$ cat src/rtl/core/dfrc_pkg.sv
// shared types, constants and helpers for the delimited frame receiver
package dfrc_pkg;

    localparam int MAX_BODY_BYTES_DEF = 2048;
    localparam int LEN_W              = 12;
    localparam int BYTE_W             = 8;
    localparam int APB_ADDR_W         = 3;
    localparam int APB_DATA_W         = 32;
    localparam int FIFO_DEPTH         = 4;

    localparam logic [LEN_W-1:0] MAX_FRAME_RESET = 12'd1600;

    localparam logic [BYTE_W-1:0] MARK_BANG = 8'h21;
    localparam logic [BYTE_W-1:0] MARK_AMP  = 8'h26;
    localparam logic [BYTE_W-1:0] MARK_HASH = 8'h23;

    localparam logic [15:0] SUM_ALL_ONES = 16'hFFFF;

    // register index as seen in paddr[2]
    localparam logic REG_MAX_FRAME = 1'b0;

    typedef enum logic [1:0] {
        HUNT,
        SAW_BANG,
        BODY,
        BODY_BANG
    } hunt_mode_t;

    typedef struct packed {
        logic [BYTE_W-1:0] data_byte;
        logic              has_byte;
        logic              frame_end;
        logic [LEN_W-1:0]  frame_length;
        logic              checksum_ok;
        logic              overflow;
        logic              last_of_input;
    } result_t;

    // up to two results produced by one received byte
    typedef struct packed {
        logic [1:0] count;
        result_t    first;
        result_t    second;
    } push_t;

    // 16-bit ones-complement add with end-around carry
    function automatic logic [15:0] add_1c(input logic [15:0] a, input logic [15:0] b);
        logic [16:0] t;
        t = {1'b0, a} + {1'b0, b};
        return t[15:0] + {15'd0, t[16]};
    endfunction

endpackage

$ cat src/rtl/core/dfrc_deframer.sv
// framing state machine, body count and ones-complement sum
module dfrc_deframer
    import dfrc_pkg::*;
#(
    parameter int MAX_BODY_BYTES = MAX_BODY_BYTES_DEF
) (
    input  logic              clk,
    input  logic              rst_n,
    input  logic              accept,
    input  logic [BYTE_W-1:0] rx_byte,
    input  logic [LEN_W-1:0]  max_frame,
    output push_t             push
);

    localparam int LEN_MAX = (1 << LEN_W) - 1;
    localparam logic [LEN_W-1:0] LimitCap =
        LEN_W'((MAX_BODY_BYTES > LEN_MAX) ? LEN_MAX : MAX_BODY_BYTES);

    hunt_mode_t        mode_reg, mode_next;
    logic [15:0]       sum_reg, sum_next;
    logic [BYTE_W-1:0] held_reg, held_next;
    logic              odd_reg, odd_next;
    logic [LEN_W-1:0]  count_reg, count_next;
    logic              ovf_reg, ovf_next;

    logic [LEN_W-1:0]  limit;
    logic              room0, room1;
    logic [15:0]       sum1, sum_end;
    logic [BYTE_W-1:0] held1;
    logic              odd1;

    function automatic result_t body_result(input logic [BYTE_W-1:0] b, input logic last);
        result_t r;
        r               = '0;
        r.data_byte     = b;
        r.has_byte      = 1'b1;
        r.last_of_input = last;
        return r;
    endfunction

    assign limit = (max_frame > LimitCap) ? LimitCap : max_frame;
    assign room0 = count_reg < limit;
    assign room1 = ({1'b0, count_reg} + 13'd1) < {1'b0, limit};

    // tail byte padded with a zero high half
    assign sum_end = odd_reg ? add_1c(sum_reg, {8'd0, held_reg}) : sum_reg;

    always_ff @(posedge clk or negedge rst_n)
    begin
        if (!rst_n)
        begin
            mode_reg  <= HUNT;
            sum_reg   <= '0;
            held_reg  <= '0;
            odd_reg   <= 1'b0;
            count_reg <= '0;
            ovf_reg   <= 1'b0;
        end
        else
        begin
            mode_reg  <= mode_next;
            sum_reg   <= sum_next;
            held_reg  <= held_next;
            odd_reg   <= odd_next;
            count_reg <= count_next;
            ovf_reg   <= ovf_next;
        end
    end

    always_comb
    begin
        mode_next  = mode_reg;
        sum_next   = sum_reg;
        held_next  = held_reg;
        odd_next   = odd_reg;
        count_next = count_reg;
        ovf_next   = ovf_reg;
        push       = '0;
        sum1       = sum_reg;
        held1      = held_reg;
        odd1       = odd_reg;

        if (accept)
        begin
            unique case (mode_reg)
                HUNT:
                begin
                    if (rx_byte == MARK_BANG)
                        mode_next = SAW_BANG;
                end
                SAW_BANG:
                begin
                    if (rx_byte == MARK_AMP)
                    begin
                        mode_next  = BODY;
                        sum_next   = '0;
                        held_next  = '0;
                        odd_next   = 1'b0;
                        count_next = '0;
                        ovf_next   = 1'b0;
                    end
                    else
                    begin
                        mode_next = HUNT;
                    end
                end
                BODY:
                begin
                    if (rx_byte == MARK_BANG)
                    begin
                        mode_next = BODY_BANG;
                    end
                    else if (room0)
                    begin
                        count_next = count_reg + 12'd1;
                        if (odd_reg)
                        begin
                            sum_next  = add_1c(sum_reg, {rx_byte, held_reg});
                            held_next = '0;
                            odd_next  = 1'b0;
                        end
                        else
                        begin
                            held_next = rx_byte;
                            odd_next  = 1'b1;
                        end
                        push.count = 2'd1;
                        push.first = body_result(rx_byte, 1'b1);
                    end
                    else
                    begin
                        ovf_next = 1'b1;
                    end
                end
                BODY_BANG:
                begin
                    if (rx_byte == MARK_HASH)
                    begin
                        mode_next                = HUNT;
                        push.count               = 2'd1;
                        push.first.frame_end     = 1'b1;
                        push.first.frame_length  = count_reg;
                        push.first.checksum_ok   = (sum_end == SUM_ALL_ONES);
                        push.first.overflow      = ovf_reg;
                        push.first.last_of_input = 1'b1;
                    end
                    else
                    begin
                        mode_next = BODY;
                        // held '!' goes in first, then the current byte
                        if (room0)
                        begin
                            if (odd_reg)
                            begin
                                sum1  = add_1c(sum_reg, {MARK_BANG, held_reg});
                                held1 = '0;
                                odd1  = 1'b0;
                            end
                            else
                            begin
                                held1 = MARK_BANG;
                                odd1  = 1'b1;
                            end
                            push.first = body_result(MARK_BANG, !room1);
                            if (room1)
                            begin
                                count_next = count_reg + 12'd2;
                                if (odd1)
                                begin
                                    sum_next  = add_1c(sum1, {rx_byte, held1});
                                    held_next = '0;
                                    odd_next  = 1'b0;
                                end
                                else
                                begin
                                    sum_next  = sum1;
                                    held_next = rx_byte;
                                    odd_next  = 1'b1;
                                end
                                push.count  = 2'd2;
                                push.second = body_result(rx_byte, 1'b1);
                            end
                            else
                            begin
                                count_next = count_reg + 12'd1;
                                sum_next   = sum1;
                                held_next  = held1;
                                odd_next   = odd1;
                                ovf_next   = 1'b1;
                                push.count = 2'd1;
                            end
                        end
                        else
                        begin
                            ovf_next = 1'b1;
                        end
                    end
                end
                default:
                begin
                    mode_next = HUNT;
                end
            endcase
        end
    end

`ifndef SYNTHESIS
    a_pair_only_after_bang: assert property (@(posedge clk) disable iff (!rst_n)
        (push.count == 2'd2) |-> (mode_reg == BODY_BANG))
        else $error("two results outside a released marker");

    a_held_clear_when_even: assert property (@(posedge clk) disable iff (!rst_n)
        !odd_reg |-> (held_reg == '0))
        else $error("held byte not cleared on even position");

    a_end_returns_to_hunt: assert property (@(posedge clk) disable iff (!rst_n)
        (push.count != 2'd0 && push.first.frame_end) |=> (mode_reg == HUNT))
        else $error("frame end did not return to hunt");
`endif

endmodule

$ cat config.mk
export PLATFORM = sky130hd
export DESIGN_NAME = dfrc_deframer
export DESIGN_NICKNAME = d
export VERILOG_FILES = /design/src/rtl/core/dfrc_pkg.sv /design/src/rtl/core/dfrc_deframer.sv
export SDC_FILE = /design/constraint.sdc
export NUM_CORES = 1
export LEC_CHECK = 0
export BUFFER_PORTS_ARGS = -buffer_cell sky130_fd_sc_hd__buf_2
export CAP_MARGIN = 5
export CELL_PAD_IN_SITES_DETAIL_PLACEMENT = 2
export CELL_PAD_IN_SITES_GLOBAL_PLACEMENT = 2
export CORE_MARGIN = 1.5
export CORE_UTILIZATION = 32
export DETAILED_ROUTE_END_ITERATION = 12
export PLACE_DENSITY = 0.8
export REMOVE_ABC_BUFFERS = 1
export SYNTH_ARGS = -nofsm -noshare
export SYNTH_HDL_FRONTEND = slang
export SYNTH_SLANG_ARGS = --single-unit
$ cat constraint.sdc
create_clock -name clk -period 19.8 [get_ports clk]
set_input_delay 3.96 -clock clk [delete_from_list [all_inputs] [get_ports clk]]
set_output_delay 3.96 -clock clk [all_outputs]
set_load 0.03 [all_outputs]
Yosys cells after proc, flatten, opt, wreduce, memory -nomap -nowiden --
Cells that the tools add are included.
Word-level totals: flip-flop bits (word level) 40, bits in latches 0, bits in writable memories 0, memory bits (read-only) 0, output and inout bits 52, memories kept 0
Cells by class: add/subtract/negate cells 11, multiply operators 0, div/mod/pow operators 0, $lt $le $gt $ge 3, eq/ne operators 17, shifts and indexed selects 0, mux-type cells 72, bitwise gates (word level) 0, reductions and logical operators 7
Operators by type and width (number):
- two-way mux 16 bit | 15
- two-way mux 52 bit | 2
- two-way mux 8 bit | 12
- two-way mux 12 bit | 7
- two-way mux 25 bit | 3
- adder 16 x 1 -> 16 bit | 4
- one-hot mux 27 bit (2 select lines) | 1
- two-way mux 26 bit | 2
- one-hot mux 16 bit (3 select lines) | 1
- one-hot mux 12 bit (3 select lines) | 1
- adder 16 x 16 -> 17 bit | 2
- equality test 8 x 6 -> 1 bit, second input constant | 3
- one-hot mux 8 bit (3 select lines) | 1
- inequality test 2 bit, second input constant | 9
- adder 16 x 14 -> 17 bit | 1
- adder 16 x 8 -> 17 bit | 1
- equality test 16 bit, second input constant | 1
- two-way mux 1 bit | 16
- AND reduction 7 bit | 2
- adder 12 x 1 -> 13 bit, second input constant | 1
- < comparator 13 x 12 -> 1 bit | 1
- adder 12 x 1 -> 12 bit, second input constant | 1
- adder 12 x 2 -> 12 bit, second input constant | 1
- > comparator 12 bit, second input constant | 1
- 14 further kinds | 21

Depth between registers and ports, before layout --
depth after elaboration 14, depth in mapped cells 35, gate-level depth less buffers 35

Worst setup path before layout --
Ideal clock, no wire load.
path type input to output, start input max_frame[11], end output push[47] (netlist bit), arrival time 7502 ps, path slack 8338 ps, stages 15, buffers on the path 2, cells stage by stage inv_1 > clkbuf_1 > nand2_1 > ha_1 > a21oi_1 > nor2b_1 > o21ai_0 > a211o_1 > a21boi_0 > o21a_1 > or2_2 > nor3_1 > o211a_1 > clkbuf_1 > a21boi_0
RTL lines:
- from (decl) | line dfrc_deframer.sv:11 | input logic [LEN_W-1:0] max_frame,
- to (decl) | line dfrc_deframer.sv:12 | output push_t push

==> impl_metrics.csv <==
group,metric,value,unit
run_status,status,"finished clean",
detailed_routing,drt_iter0_drc,468,
detailed_routing,firstDrtPassIters,5,
detailed_routing,wl_met2,12.7,mm
cts,cts_made_buffers,5,
power_and_ir_drop,power_density,36.3,mW/mm^2
cts,cts_tree,"yes",
place,gp_congestion,0.882,
floorplan,core_area,0.0203,sq mm
critical_path,r2r_setup_slack,10640,ps
floorplan,dieArea,0.0216,sq mm
cts,postCtsHoldBufs,0,
finish,final_cell_mix,"nor2_1, nand2_1, o21ai_0",
global_routing,grt_pass1_vias,7477,
floorplan,io_pins,75,
finish,drive_gt1_share,11.3,%
sta,skew,6.91,ps
finish,nets,1013,
sta,setup_violations,0,
global_routing,grt-ovfl-total,0,
cts,clock_latency,300,ps
hold_path,min_path_cells,1,
place,dp_slack,8480,ps
detailed_routing,maxUsedRoutingLayer,"met4",
critical_path,crit_arrival,7360,ps
logic_synthesis,synthFlopType,"dfrtp_1",
cts,root_buffer,"clkbuf_16",
critical_path,crit_start,"max_frame[11]",
logic_synthesis,synth.yosys.seq_area_share,15.1,%
detailed_routing,vias,7169,
detailed_routing,met3_length,1.07,mm
place,dp_hpwl,20.6,mm
critical_path,crit_path_end_kind,"primary output",
sta,maxSlewHeadroom,32.9,%
critical_path,crit_required,15840,ps
finish,antennaDiodeCount,0,
power_and_ir_drop,p_leak,0.00318,uW
hold_path,hp-start,"ovf_reg$_DFFE_PN0P_",
logic_synthesis,synth.distinct_cells,86,
cts,htree_levels,2,
logic_synthesis,synth_edf_count,0,
global_routing,antenna_found_initial,0,
critical_path,crit_type,"input pin to primary output",
detailed_routing,remaining_drc_errors,0,
cts,ctsLongestPathBuffers,2,
detailed_routing,wire_per_inst,22.0,microns
sta,hold_viol,0,
critical_path,r2r-start,"sum_reg[0]$_DFFE_PN0P_",
place,io_buffers,59,
sta,setup_tns,0,ps
critical_path,reg2reg_depth,35,
cts,post-cts-setup-buffer-count,0,
job,maxCapViolations,0,
power_and_ir_drop,total_power,264,uW
floorplan,die_x,147,microns
finish,largest_reg_flops,16,
floorplan,rows,52,
detailed_routing,postRouteAntennaNets,0,
cts,ctsResizeCount,0,
hold_path,holdCritPathClass,"flop to flop",
sta,fin_crit,11320,ps
logic_synthesis,synth_cells,907,
global_routing,grt_start_max_net_pins,41,
sta,finalMaxSlewViolations,0,
logic_synthesis,ys_ff_latch,40,
sta,worstMarginPinSlew,1010,ps
critical_path,crit_fanout,16,
detailed_routing,drt-met1-wl,12.2,mm
global_routing,grt_pass1_wl,42.2,mm
finish,final_common_cell,"nor2_1",
power_and_ir_drop,max-vdd-ir-drop,0.0270,mV
sta,max_freq,88.3,MHz
logic_synthesis,syn_area_per_cell,7.33,sq um
floorplan,start_util,32.7,%
detailed_routing,vias_per_cell,5.97,
cts,clock_sinks,40,
sta,fin_ws,8480,ps
global_routing,track_usage,24.7,%
hold_path,hold_end,"ovf_reg$_DFFE_PN0P_",
sta,period_share,57.2,%
logic_synthesis,async_reset_ff_share,100,%
detailed_routing,wirelength,26.5,mm
floorplan,die-height,147,microns
critical_path,reg2reg_to,"sum_reg[12]$_DFFE_PN0P_",
finish,areaGrowthSynthToFinish,9.77,%
sta,timing.hold.ws,490,ps
sta,rsz0062_at_grt,"no",
critical_path,start_kind,"input pin",
logic_synthesis,ys_warn_count,0,
cts,clkTransAtPathRegs,60,ps
logic_synthesis,synth_area,0.00664,sq mm
worst max path at each step:
stage / end / slack (ps) / cells past startpoint
final: push[47] / 8480 / 15
after global routing: push[47] / 8190 / 15
after CTS: push[47] / 8460 / 15
after detailed placement: push[47] / 8480 / 15
after global placement: push[47] / 8630 / 15
after floorplan: push[0] / 8550 / 12
cells in the mapped netlist (10+ instances only):
cell type | number | share of area, %
nand2b_1 | 10 | 0.94
a21o_1 | 14 | 1.6
nor4_1 | 17 | 1.6
a22o_1 | 13 | 1.7
o21a_1 | 10 | 1.1
nand3_1 | 43 | 3.2
and3_1 | 11 | 1.0
nand2_1 | 84 | 4.7
buf_4 | 17 | 1.9
xnor2_1 | 51 | 6.7
or2_2 | 10 | 0.94
nor2_1 | 88 | 5.0
clkbuf_1 | 39 | 2.2
ha_1 | 59 | 11
dfrtp_1 | 40 | 15
xor2_1 | 19 | 2.5
nand4_1 | 15 | 1.4
o21ai_0 | 63 | 4.7
nor3_1 | 23 | 1.7
inv_1 | 31 | 1.8
a21oi_1 | 56 | 4.2
and2_1 | 19 | 1.8
o31ai_1 | 14 | 1.6
metrics by stage:
step | std cells | util, % | area (sq um)
3_3_place_gp | 1193 | 34.9 | 7080
5_1_grt | 1201 | 35.9 | 7290
2_1_floorplan | 855 | - | 6370
4_1_cts | 1201 | 35.9 | 7290
3_5_place_dp | 1193 | 34.9 | 7080
6_report | 1201 | 35.9 | 7290
per-layer routing:
metal,global-route usage (%),vias to the layer above
li1,-,3363
met1,33.0,3614
met2,42.0,160
met3,3.35,32
met4,5.65,0
met5,0,-
worst max-delay path, stage by stage:
cell and delay (ps):
buf_2 120, inv_1 310, nand2_1 150, ha_1 320
a21oi_1 140, nor2b_1 60, o21ai_0 180, a211o_1 180
a21boi_0 110, o21a_1 200, or2_2 300, nor3_1 340
o211a_1 560, a21boi_0 230, buf_2 220
where the power goes:
part	internal, uW	leakage, uW	switching (uW)
registers	82.4	0.000528	2.07
logic	18.6	0.00255	37.0
clock network	85.2	0.000104	39.1
total	186	0.00318	78.2
cells by family (layout without fill, tap and decap cells):
logic type | Yosys count | count (layout) | synth area share (%)
other | 1 | 15 | 0.0564
buffers and inverters | 97 | 107 | 6.65
AND/OR/NAND/NOR | 361 | 361 | 27.3
flip-flops | 40 | 40 | 15.1
AO/OA/AOI/OAI | 268 | 268 | 28.1
multiplexers | 7 | 7 | 1.15
XOR/XNOR | 73 | 73 | 10.3
adder cells (fa/ha/maj) | 60 | 60 | 11.4
layout make-up:
class	count	area (sq um)
fill	2444	13000
multi-input combinational	784	5260
sequential	40	1000
timing repair buffer	68	363
tap	270	338
clock buffer	5	125
inverter	31	116
clock inverter	3	90.1
Power figures use the tool's default switching activity.
